`src/hw/rtl/assert_macros.svh`:
```
// Assertion macros shared by the filter RTL.
`ifndef ASSERT_MACROS_SVH
`define ASSERT_MACROS_SVH

// Checks a property on every clock edge outside reset.
`define CNV_ASSERT(label, prop, msg) \
   label: assert property (@(posedge clock) disable iff (reset) prop) \
      else $error(msg);

// Checks that a property holds in the cycle after a condition.
`define CNV_ASSERT_NEXT(label, cond, prop, msg) \
   label: assert property (@(posedge clock) disable iff (reset) (cond) |=> (prop)) \
      else $error(msg);

`endif

```
`src/hw/rtl/cnv_pkg.sv`:
```
// Shared constants and types of the 3x3 convolution filter.
`default_nettype none
package cnv_pkg;
   localparam int MAX_WIDTH  = 1024;
   localparam int MAX_HEIGHT = 1024;
   localparam int PIX_W      = 8;
   localparam int TAP_W      = 5;
   localparam int NTAPS      = 9;
   localparam int TAPS_W     = TAP_W * NTAPS;
   localparam int CFG_DIM_W  = 11;
   localparam int COL_W      = $clog2(MAX_WIDTH);
   localparam int ROW_W      = $clog2(MAX_HEIGHT + 2);
   localparam int WD_W       = ($clog2(MAX_WIDTH + 1) > CFG_DIM_W) ?
                               $clog2(MAX_WIDTH + 1) : CFG_DIM_W;
   localparam int HD_W       = ($clog2(MAX_HEIGHT + 2) > CFG_DIM_W) ?
                               $clog2(MAX_HEIGHT + 2) : CFG_DIM_W;
   localparam int ADDR_W     = 5;
   localparam int DATA_W     = 64;

   localparam logic [1:0] REG_TAPS   = 2'd0;
   localparam logic [1:0] REG_WIDTH  = 2'd1;
   localparam logic [1:0] REG_HEIGHT = 2'd2;

   localparam logic [TAPS_W-1:0]    TAPS_RESET = 45'd1134979744801;
   localparam logic [CFG_DIM_W-1:0] DIM_RESET  = 11'd256;

   typedef logic [NTAPS-1:0][PIX_W-1:0] window_type;

   typedef struct packed {
      logic             done;
      logic [PIX_W-1:0] result;
   } norm_sts_type;
endpackage
`default_nettype wire

```
`src/hw/rtl/cnv_norm.sv`:
```
// Multiply-accumulate over the window and bit-serial normalizing divider.
`default_nettype none
module cnv_norm (
   input  logic                      clock,
   input  logic                      reset,
   input  logic                      start,
   input  cnv_pkg::window_type       window,
   input  logic [cnv_pkg::TAPS_W-1:0] taps,
   output cnv_pkg::norm_sts_type     sts
);
   import cnv_pkg::*;

   localparam int IDX_W = $clog2(NTAPS);
   localparam int SUM_W = 17;
   localparam int MAG_W = 8;
   localparam int NUM_W = 26;
   localparam int REM_W = 17;

   typedef enum logic [2:0] {N_IDLE, N_MAC, N_PREP, N_SCALE, N_DIV} nstate_type;

   nstate_type               nstate_ff, nstate_in;
   logic [IDX_W-1:0]         idx_ff, idx_in;
   logic signed [SUM_W-1:0]  sum_ff, sum_in;
   logic [MAG_W-1:0]         pos_ff, pos_in;
   logic [MAG_W-1:0]         neg_ff, neg_in;
   logic                     has_neg_ff, has_neg_in;
   logic signed [SUM_W:0]    num_ff, num_in;
   logic [MAG_W:0]           den_ff, den_in;
   logic                     zero_den_ff, zero_den_in;
   logic [REM_W-1:0]         rem_ff, rem_in;
   logic [REM_W-1:0]         dsh_ff, dsh_in;
   logic [PIX_W-1:0]         q_ff, q_in;
   logic [PIX_W-1:0]         result_ff, result_in;
   logic                     done_ff, done_in;

   logic [TAP_W-1:0]         tap;
   logic [TAP_W:0]           tap_mag;
   logic signed [TAP_W+PIX_W:0] prod;
   logic [MAG_W-1:0]         m_val;
   logic [NUM_W-1:0]         num_abs;
   logic [NUM_W-1:0]         scaled;
   logic [NUM_W-1:0]         limit;
   logic                     qbit;

   always_comb begin
      tap      = taps[idx_ff * TAP_W +: TAP_W];
      tap_mag  = tap[TAP_W-1] ? ((TAP_W+1)'(1 << TAP_W) - {1'b0, tap}) : {1'b0, tap};
      prod     = $signed({tap[TAP_W-1], tap}) * $signed({1'b0, window[idx_ff]});
      m_val    = (has_neg_ff && (neg_ff > pos_ff)) ? neg_ff : pos_ff;
      num_abs  = NUM_W'(unsigned'(num_ff));
      scaled   = has_neg_ff ? ((num_abs << 8) - num_abs) : num_abs;
      limit    = NUM_W'(den_ff) << 8;
      qbit     = (rem_ff >= dsh_ff);

      nstate_in   = nstate_ff;
      idx_in      = idx_ff;
      sum_in      = sum_ff;
      pos_in      = pos_ff;
      neg_in      = neg_ff;
      has_neg_in  = has_neg_ff;
      num_in      = num_ff;
      den_in      = den_ff;
      zero_den_in = zero_den_ff;
      rem_in      = rem_ff;
      dsh_in      = dsh_ff;
      q_in        = q_ff;
      result_in   = result_ff;
      done_in     = 1'b0;

      case (nstate_ff)
         N_IDLE: begin
            if (start) begin
               idx_in     = '0;
               sum_in     = '0;
               pos_in     = '0;
               neg_in     = '0;
               has_neg_in = 1'b0;
               nstate_in  = N_MAC;
            end
         end
         N_MAC: begin
            sum_in = sum_ff + SUM_W'(prod);
            if (tap[TAP_W-1]) begin
               neg_in     = neg_ff + MAG_W'(tap_mag);
               has_neg_in = 1'b1;
            end else begin
               pos_in = pos_ff + MAG_W'(tap_mag);
            end
            if (idx_ff == IDX_W'(NTAPS - 1)) begin
               nstate_in = N_PREP;
            end else begin
               idx_in = idx_ff + 1'b1;
            end
         end
         N_PREP: begin
            if (has_neg_ff) begin
               num_in = (SUM_W+1)'(sum_ff) + $signed({2'b00, m_val});
               den_in = {m_val, 1'b0};
            end else begin
               num_in = (SUM_W+1)'(sum_ff);
               den_in = {1'b0, pos_ff};
            end
            zero_den_in = !has_neg_ff && (pos_ff == '0);
            nstate_in   = N_SCALE;
         end
         N_SCALE: begin
            nstate_in = N_IDLE;
            if (zero_den_ff) begin
               done_in = 1'b1;
               if (num_ff < 0) begin
                  result_in = '0;
               end else if (num_ff > (SUM_W+1)'(255)) begin
                  result_in = '1;
               end else begin
                  result_in = num_ff[PIX_W-1:0];
               end
            end else if (num_ff <= 0) begin
               done_in   = 1'b1;
               result_in = '0;
            end else if (scaled >= limit) begin
               done_in   = 1'b1;
               result_in = '1;
            end else begin
               rem_in    = scaled[REM_W-1:0];
               dsh_in    = REM_W'(den_ff) << (PIX_W - 1);
               q_in      = '0;
               idx_in    = IDX_W'(PIX_W - 1);
               nstate_in = N_DIV;
            end
         end
         N_DIV: begin
            if (qbit) begin
               rem_in = rem_ff - dsh_ff;
            end
            dsh_in = dsh_ff >> 1;
            q_in   = {q_ff[PIX_W-2:0], qbit};
            if (idx_ff == '0) begin
               result_in = {q_ff[PIX_W-2:0], qbit};
               done_in   = 1'b1;
               nstate_in = N_IDLE;
            end else begin
               idx_in = idx_ff - 1'b1;
            end
         end
         default: nstate_in = N_IDLE;
      endcase
   end

   always_ff @(posedge clock) begin
      if (reset) begin
         nstate_ff <= N_IDLE;
         done_ff   <= 1'b0;
      end else begin
         nstate_ff <= nstate_in;
         done_ff   <= done_in;
      end
      idx_ff      <= idx_in;
      sum_ff      <= sum_in;
      pos_ff      <= pos_in;
      neg_ff      <= neg_in;
      has_neg_ff  <= has_neg_in;
      num_ff      <= num_in;
      den_ff      <= den_in;
      zero_den_ff <= zero_den_in;
      rem_ff      <= rem_in;
      dsh_ff      <= dsh_in;
      q_ff        <= q_in;
      result_ff   <= result_in;
   end

   assign sts.done   = done_ff;
   assign sts.result = result_ff;
endmodule
`default_nettype wire

```
`config.mk`:
```
export PLATFORM = sky130hd
export DESIGN_NAME = cnv_norm
export DESIGN_NICKNAME = d
export VERILOG_FILES = /design/src/hw/rtl/assert_macros.svh /design/src/hw/rtl/cnv_pkg.sv /design/src/hw/rtl/cnv_norm.sv
export SDC_FILE = /design/constraint.sdc
export NUM_CORES = 1
export LEC_CHECK = 0
export BUFFER_PORTS_ARGS = -buffer_cell sky130_fd_sc_hd__buf_2
export CAP_MARGIN = 20
export CORE_MARGIN = 4
export CORE_UTILIZATION = 50
export CTS_BUF_LIST = sky130_fd_sc_hd__clkbuf_8
export CTS_CLUSTER_SIZE = 30
export DETAILED_ROUTE_END_ITERATION = 6
export GPL_ROUTABILITY_DRIVEN = 0
export GPL_TIMING_DRIVEN = 0
export PLACE_DENSITY = 0.7
export SETUP_SLACK_MARGIN = 0.2
export SYNTH_ARGS = -nofsm -noshare
export SYNTH_HDL_FRONTEND = slang
export SYNTH_SLANG_ARGS = --single-unit
export TNS_END_PERCENT = 100
```
`constraint.sdc`:
```
create_clock -name clock -period 8.15 [get_ports clock]
set_clock_uncertainty 0.2 [all_clocks]
set_input_delay 1.63 -clock clock [delete_from_list [all_inputs] [get_ports clock]]
set_output_delay 1.63 -clock clock [all_outputs]
set_load 0.02 [all_outputs]
```
* After elaboration in Yosys (flattened, before gate mapping) *
Cells that the tools add are included.

storage, ports and cells
  bits in registers = 119
  output and inout bits = 9
  bits of input ports = 120

cells by class
  shifts and indexed selects = 1
  multiply operators = 2
  eq/ne operators = 17
  reductions and logical operators = 17
  multiplexer cells = 56
  magnitude comparators = 7
  add/subtract/negate cells = 9

operators with widths
  cell                                                            number
  two-way mux 17 bit                                              8
  case mux 17 bit (2 select lines)                                3
  two-way mux 8 bit                                               12
  case mux 8 bit (2 select lines)                                 3
  variable part select 45 x 8 -> 5 bit                            1
  binary-select mux 8 bit (select 4 bit)                          1
  >= comparator 26 x 17 -> 1 bit                                  1
  two-way mux 26 bit                                              1
  subtractor 26 x 18 -> 26 bit                                    1
  two-way mux 4 bit                                               6
  != test 2 bit, second input constant                            11
  two-way mux 7 bit                                               3
  adder 17 x 9 -> 18 bit                                          1
  greater-than comparator 18 x 9 -> 1 bit, second input constant  1
  <= comparator 18 x 1 -> 1 bit, second input constant            1
  less-than comparator 18 x 1 -> 1 bit, second input constant     1
  two-way mux 18 bit                                              1
  two-way mux 3 bit                                               6
  adder 17 x 14 -> 17 bit                                         1
  >= comparator 17 bit                                            1
  subtractor 17 bit                                               1
  adder 8 x 6 -> 8 bit                                            2
  case mux 4 bit (4 select lines)                                 1
  case mux 3 bit (5 select lines)                                 1
  28 further kinds                                                40

* Logic depth before layout (Yosys ltp) *
Gate-level depths: netlist (run 1).

  depth in word-level cells = 7
  gate-level depth with buffers = 26
  depth with buffers taken out = 24

* Worst setup path before layout (run 1) *
OpenSTA, ideal clock, no wires.

  kind = input to register
  start = input port taps[38] (netlist name)
  end = register sum_ff[16], data pin
  buffers on the path = 0
  stages = 21
  arrival = 7.095 ns
  setup slack = 0.589 ns
  setup time = 0.266 ns
  cell sequence = mux4_2 -> mux2i_1 -> nor2_1 -> a21oi_1 -> nand2b_1 -> fa_1 -> fa_1 -> inv_1 -> fa_1 -> inv_1 -> fa_1 -> inv_1 -> ha_1 -> a21o_1 -> a21o_1 -> a2111oi_0 -> o31ai_1 -> o41ai_1 -> o21ai_0 -> xnor2_1 -> nor2_1

on the way
  cells in the longest elaborated chain, start to end = 4

RTL lines
  what                                  line             text
  start: declaration                    cnv_norm.sv:8    input logic [cnv_pkg::TAPS_W-1:0] taps,
  variable part select 45 x 8 -> 5 bit  cnv_norm.sv:46   tap = taps[idx_ff * TAP_W +: TAP_W];
  multiplier 5 x 9 -> 14 bit            cnv_norm.sv:48   prod = $signed({tap[TAP_W-1], tap}) * $signed({1'b0, window[idx_ff]});
  adder 17 x 14 -> 17 bit               cnv_norm.sv:82   sum_in = sum_ff + SUM_W'(prod);
  case mux 17 bit (2 select lines)      cnv_norm.sv:70   case (nstate_ff)
  end signal: assignment                cnv_norm.sv:158  sum_ff <= sum_in;
  end: declaration                      cnv_norm.sv:23   logic signed [SUM_W-1:0] sum_ff, sum_in;

No other way between the ends.
A chain may end at the register's enable or synchronous reset.

* Worst setup path after layout (run 1) *
  start = input port taps[39] (netlist name)
  end = register sum_ff[16], data pin

The elaborated chain is that of the path after synthesis.

==> run_results.csv, run 1 <==
group,metric,value,unit
outcome,run_status,"complete, but fails checks",
outcome,violations,"design-rule violations",
route,wl_per_cell,18.42,um
placed_design,portBuffers,128,
route,wl,28720,um
synthesis,synth_area_leader_cell,"edfxtp_1",
setup_path,path_cells,"buf_2 -> mux4_2 -> mux2i_1 -> nor2_1 -> a21oi_2 -> inv_1 -> nand2_1 -> fa_1 -> fa_1 -> inv_1 -> fa_1 -> inv_1 -> fa_1 -> inv_1 -> ha_1 -> a21o_1 -> a21o_1 -> a2111oi_1 -> o31ai_1 -> o41ai_2 -> o21ai_0 -> xnor2_1 -> nor2_1",
route,vias,9054,
clock_network,cts.sinks,118,
clock_network,cts_made_buffers,17,
sta,period_minus_slack,7625,ps
global_route,grt_max_degree,24,
route,ant_nets,0,
clock_network,clockRootBuffer,"clkbuf_8",
sta,tightest_slew,1036,ps
synthesis,netlist_area,10910,um2
setup_path,r2r_start,"idx_ff[0]",
sta,hold-worst-slack,359.5,ps
sta,max-slew-margin-rel,0.3071,
synthesis,synth-edff-count,114,
sta,rsz0062_at_grt,"no",
floorplanning,start_util,0.5141,
floorplanning,die_h,155.7,um
final_layout,layout.nets,1539,
synthesis,synth_cell_types,69,
final_layout,n_antenna_cell,0,
setup_path,reg2reg_depth,24,
global_route,grt_pass1_vias,8914,
synthesis,synthTopCellsByCount,"123 x nor2_1, 114 x edfxtp_1, 112 x ha_1",
floorplanning,core_area,21220,um2
clock_network,htreeDepth,4,
power_and_ir_drop,switchingPower,1423,uW
setup_path,cp_slowest_stage_delay,570,ps
power_and_ir_drop,internal_power,1931,uW
setup_path,cp-end-kind,"register",
route,drt_iter0_drc,655,
power_and_ir_drop,power_frac_clock,0.152,
setup_path,crit_required,8130,ps
synthesis,postSynthCellCount,1119,
power_and_ir_drop,powerDensity,271.2,nW/um2
power_and_ir_drop,combPwrFrac,0.588,
sta,period_share,0.9355,
route,drcViolationCount,1,
setup_path,worst-endpoint-arrival,7600,ps
placed_design,dpl.cell_count,1527,
sta,setup_violations,0,
min_path,hp-class,"register to register",
global_route,grtUsageTotal,0.2396,
sta,fmax,0.1312,GHz
power_and_ir_drop,seqPwrFrac,0.261,
setup_path,r2r-end,"sum_ff[16]",
floorplanning,fp.dieArea,24250,um2
synthesis,yosys.cell_count.top_type,"nor2_1",
synthesis,synthFlopType,"edfxtp_1",
floorplanning,dieWidth,155.7,um
placed_design,dp_hpwl,23110,um
clock_network,cts_tree,"done",
clock_network,clk_latency,450,ps
synthesis,yosys_warnings,0,
synthesis,synth_top_area_share,0.3138,
clock_network,cts_buffer_depth,2,
setup_path,r2r_setup_slack,750,ps
setup_path,worst-setup-path-type,"input port to register",
global_route,grt.overflow.total,0,
sta,drv_slew,0,
min_path,min_to,"dsh_ff[11]",
setup_path,cp_max_fo,7,
synthesis,async_flop_share,0,
floorplanning,ios,129,
route,vias_per_cell,5.808,
sta,final_hold_viol_count,0,
setup_path,slowest_stage,"fa_1",
synthesis,synth_area_leaders,"edfxtp_1 31%, ha_1 13%, fa_1 6.4%",
flow_run,maxCapViolCount,0,
final_layout,syn_to_final_growth,13.34,%
synthesis,ys_ff_latch,118,
min_path,worst_hold_path.num_cells,2,
power_and_ir_drop,p_sw_frac,0.4242,
min_path,hold_start,"dsh_ff[12]",
global_route,antenna_found_initial,0,
floorplanning,num_rows,53,
power_and_ir_drop,p_leak,0.005413,uW
final_layout,drive_gt1_frac,0.1861,
final_layout,fin_cells,1559,
clock_network,clk_pin_slew,80,ps
synthesis,ys_seq_area_frac,0.3211,
synthesis,avgSynthCellArea,9.749,um2
setup_path,start_kind,"input port",
power_and_ir_drop,vdd_drop_max,0.4545,mV
global_route,grt_pass1_wl,46280,um
clock_network,postCtsHoldBufs,0,
route,drt_pass1_iterations,7,
[how the worst max path moves through the flow]
stage	from	end	depth (start not counted)	slack (ps)
2_1_floorplan	taps[38]	sum_ff[16]	21	590
3_3_place_gp	idx_ff[0]	sum_ff[16]	21	-390
3_5_place_dp	taps[39]	sum_ff[16]	23	-430
4_1_cts	taps[17]	sum_ff[16]	23	250
5_1_grt	taps[39]	sum_ff[16]	23	200
6_report	taps[39]	sum_ff[16]	23	530
[cell families (layout without fill, tap and decap cells)]
group,after synthesis,count (layout),share of synthesized area
and+or+nand+nor,343,343,0.1525
DFF,118,118,0.3211
xor gates and xnor gates,67,67,0.05379
adders and majority gates,147,147,0.1927
AOI/OAI and AO/OA,249,249,0.1429
muxes,65,65,0.09164
other,1,2,0.0003437
buffers and inverters,129,293,0.04496
[timing repair]
item                       in CTS  in global routing
gates resized for setup         6                 17
cloned                          0                  0
setup buffers                   0                  0
setup endpoints to repair       2                  2
[cell usage in the layout, fill, tap and decap left out, types with 24 or more instances in the layout]
cell type  instances
edfxtp_1         114
o21ai_0           63
buf_2            133
a21o_1            27
ha_1             112
inv_1             87
nor2_1           123
fa_1              35
xnor2_1           35
xor2_1            32
nand2_1           73
a21oi_1           76
nor2b_1           24
mux4_2            26
clkbuf_1          29
[cell type report]
class | instances | area [um2]
Buffer | 42 | 175.2
Clock buffer | 17 | 234.0
Clock inverter | 14 | 130.1
Fill cell | 1870 | 8856
Inverter | 87 | 326.6
Multi-Input combinational cell | 873 | 6963
Sequential cell | 118 | 3503
Tap cell | 275 | 344.1
Timing Repair Buffer | 133 | 688.2
[registers in the layout, indices dropped and copies added, names as in the netlist, 3 cells and up]
signal     count
pos_ff         8
num_ff        18
dsh_ff        16
result_ff      8
sum_ff        17
q_ff           7
den_ff         9
idx_ff         4
nstate_ff      3
rem_ff        17
neg_ff         8
[power groups by stage]
stage               combinational (uW)  clock, uW  sequential, uW
floorplan                         1550          0             850
global placement                  1890          0             884
detailed placement                1950          0             887
CTS                               1970        514             874
global route                      2270        544             886
finish                            1970        508             874
[critical path, delay by kind of cell]
kind,cells,cell delay (ps)
AO/OA/AOI/OAI,7,1970
XOR/XNOR,1,170
adder cells (fa/ha/maj),5,2400
buffers and inverters,5,530
multiplexers,2,620
AND/OR/NAND/NOR,3,270
[per-layer routing]
metal / track usage / share of wire / up-vias
li1: - / - / 4376
met1: 0.3170 / 0.44 / 4385
met2: 0.4091 / 0.49 / 251
met3: 0.04549 / 0.053 / 42
met4: 0.05836 / 0.019 / 0
met5: 0 / 0 / -
[per-stage QoR]
step	worst slack, ps	setup TNS (ps)	power, uW	instance area, um2	util
5_1_grt	203.4	0	3695	12360	0.5827
2_1_floorplan	588.5	0	2399	10910	-
4_1_cts	248.9	0	3357	12320	0.5805
3_3_place_gp	-385.7	-566.6	2771	11900	0.5607
3_5_place_dp	-433.1	-661.7	2835	11940	0.5624
6_report	525.3	0	3354	12360	0.5827
Power figures use the tool's default switching activity.
==> run 2: changes to the inputs <==
RECOVER_POWER = 100   (was default)
==> run 2 against run 1 <==
Net effect:
- the flow now finishes without violations
- power decreased by 0.29%
- maximum frequency is 0.98% lower
- critical path depth increased by 1
- critical path type unchanged
- largest power group unchanged
- clock power is essentially flat
- global-route usage unchanged
- worst hold slack gained 0.66 ps
- via count is essentially flat
==> run_results.csv, run 2 (same netlist as run 1, synthesis figures left out) <==
group,metric,value,unit
final_layout,layout.nets,1539,
clock_network,cts.sinks,118,
route,drt_iter0_drc,659,
sta,max-slew-margin-rel,0.1011,
sta,period_share,0.9448,
setup_path,slowest_stage,"fa_1",
sta,worst_slack,449.6,ps
power_and_ir_drop,p_sw_frac,0.4247,
placed_design,placed_area,11940,um2
min_path,worst_hold_path.num_cells,2,
clock_network,htreeDepth,4,
setup_path,crit_required,8120,ps
final_layout,seqCellArea,3503,um2
flow_run,maxCapViolCount,0,
final_layout,largest_register,"num_ff",
floorplanning,start_util,0.5141,
sta,setup_violations,0,
power_and_ir_drop,seqPwrFrac,0.262,
power_and_ir_drop,combPwrFrac,0.586,
min_path,hp-class,"register to register",
setup_path,worst-endpoint-arrival,7670,ps
power_and_ir_drop,p_leak,0.005359,uW
route,wl_per_cell,18.43,um
sta,period_minus_slack,7700,ps
setup_path,cp-end-kind,"register",
setup_path,cp-startpoint,"taps[36]",
power_and_ir_drop,vdd_drop_max,0.4563,mV
clock_network,post_cts_buffers,0,
setup_path,r2r_start,"idx_ff[0]",
floorplanning,dieWidth,155.7,um
clock_network,clk_pin_slew,80,ps
route,drcViolationCount,0,
setup_path,r2r_setup_slack,730,ps
power_and_ir_drop,internal_power,1924,uW
setup_path,cp_slowest_stage_delay,570,ps
sta,fmax,0.1299,GHz
final_layout,fin_cells,1559,
final_layout,top_regs,"num_ff (18), rem_ff (17), sum_ff (17)",
placed_design,dpl.cell_count,1527,
setup_path,start_kind,"input port",
power_and_ir_drop,powerDensity,272.3,nW/um2
global_route,antenna_found_initial,0,
placed_design,portBuffers,128,
power_and_ir_drop,power,3344,uW
floorplanning,num_rows,53,
final_layout,fillers,1887,
floorplanning,ios,129,
setup_path,worst-setup-path-type,"input port to register",
setup_path,path_cells,"buf_2 -> mux4_2 -> mux2i_1 -> nor2_1 -> a21oi_1 -> clkbuf_1 -> nor2_1 -> fa_1 -> inv_1 -> fa_1 -> inv_1 -> fa_1 -> inv_1 -> fa_1 -> inv_1 -> ha_1 -> a21o_1 -> a21o_1 -> a2111oi_1 -> o31ai_1 -> o41ai_2 -> o21ai_0 -> xnor2_1 -> nor2_1",
clock_network,clockRootBuffer,"clkbuf_8",
floorplanning,core_area,21220,um2
final_layout,largest_reg_flops,18,
global_route,grt_pass1_vias,8914,
final_layout,syn_to_final_growth,12.58,%
global_route,grt_max_degree,24,
clock_network,cts_tree,"done",
power_and_ir_drop,power_frac_clock,0.152,
route,wl,28730,um
final_layout,drive_gt1_frac,0.1636,
final_layout,multiInputGateArea,6920,um2
outcome,run_status,"finished, final reports clean",
floorplanning,fp.dieArea,24250,um2
route,vias_per_cell,5.804,
floorplanning,die_h,155.7,um
final_layout,layout_common_cells,"123 x buf_2, 123 x nor2_1, 114 x edfxtp_1",
global_route,grt.overflow.total,0,
power_and_ir_drop,switchingPower,1420,uW
setup_path,cp_max_fo,10,
clock_network,cts_buffer_depth,2,
final_layout,n_antenna_cell,0,
placed_design,dp_hpwl,23110,um
route,drt_pass1_iterations,7,
sta,rsz0062_at_grt,"no",
setup_path,reg2reg_depth,24,
sta,tightest_slew,1345,ps
global_route,grtUsageTotal,0.2396,
global_route,grt_pass1_wl,46280,um
clock_network,cts_made_buffers,17,
clock_network,clk_latency,450,ps
sta,final_hold_viol_count,0,
setup_path,r2r-end,"sum_ff[16]",
placed_design,post-place-ws,-433.1,ps
setup_path,crit_path_end,"sum_ff[16]",
route,vias,9049,
final_layout,design_area,12280,um2
sta,drv_slew,0,
route,ant_nets,0,
==> run 2: cell count changes in the layout (fill, tap and decap cells not counted), moves of 2 or more <==
cell / change
mux2_2: -11
buf_2: -10
mux2_1: +11
buf_6: -2
clkbuf_1: +15
==> run 2: routing by layer <==
metal,vias to the layer above,part of all wire,global-route usage
li1,4376,-,-
met1,4376,0.44,0.3170
met4,0,0.018,0.05836
met3,41,0.055,0.04549
met2,256,0.49,0.4091
met5,-,0,0
==> run 2: worst min-delay path by stage <==
stage / from / endpoint
2_1_floorplan: dsh_ff[11] / dsh_ff[10]
3_3_place_gp: dsh_ff[13] / dsh_ff[12]
3_5_place_dp: dsh_ff[14] / dsh_ff[13]
4_1_cts: dsh_ff[12] / dsh_ff[11]
5_1_grt: dsh_ff[12] / dsh_ff[11]
6_report: dsh_ff[12] / dsh_ff[11]
==> run 2: repair_timing <==
| item | 4_1_cts | 5_1_grt |
|---|---|---|
| gates cloned | 0 | 0 |
| gates resized for setup | 6 | 17 |
| endpoints found under the setup margin | 2 | 2 |
| hold buffers | 0 | 0 |
==> run 2: layout make-up <==
class	count	area share
plain buffers	42	0.01416
clock buffers	17	0.01905
clock inverters	14	0.01059
inverters	87	0.02659
multi-input cells	873	0.5635
flip-flops and latches	118	0.2852
well taps	275	0.02802
repair buffers	133	0.05287
==> run 2: critical path: cells and delay by family <==
kind                     cells  cell delay (ps)
multiplexers                 2              600
XOR/XNOR                     1              170
AO/OA/AOI/OAI                7             1870
AND/OR/NAND/NOR              3              270
buffers and inverters        6              730
adder cells (fa/ha/maj)      5             2390
==> run 2: through the flow <==
stage	TNS, ps	utilization	hold WS (ps)
floorplan	0	-	321.9
global placement	-566.6	0.5607	339.2
detailed placement	-661.7	0.5624	352.0
CTS	0	0.5805	366.6
global route	0	0.5788	404.3
finish	0	0.5788	360.2
==> run 2: power by group through the flow <==
stage	Sequential [uW]	Clock [uW]	Combinational, uW
2_1_floorplan	850	0	1550
3_3_place_gp	884	0	1890
3_5_place_dp	887	0	1950
4_1_cts	874	514	1970
5_1_grt	885	544	2260
6_report	874	509	1960
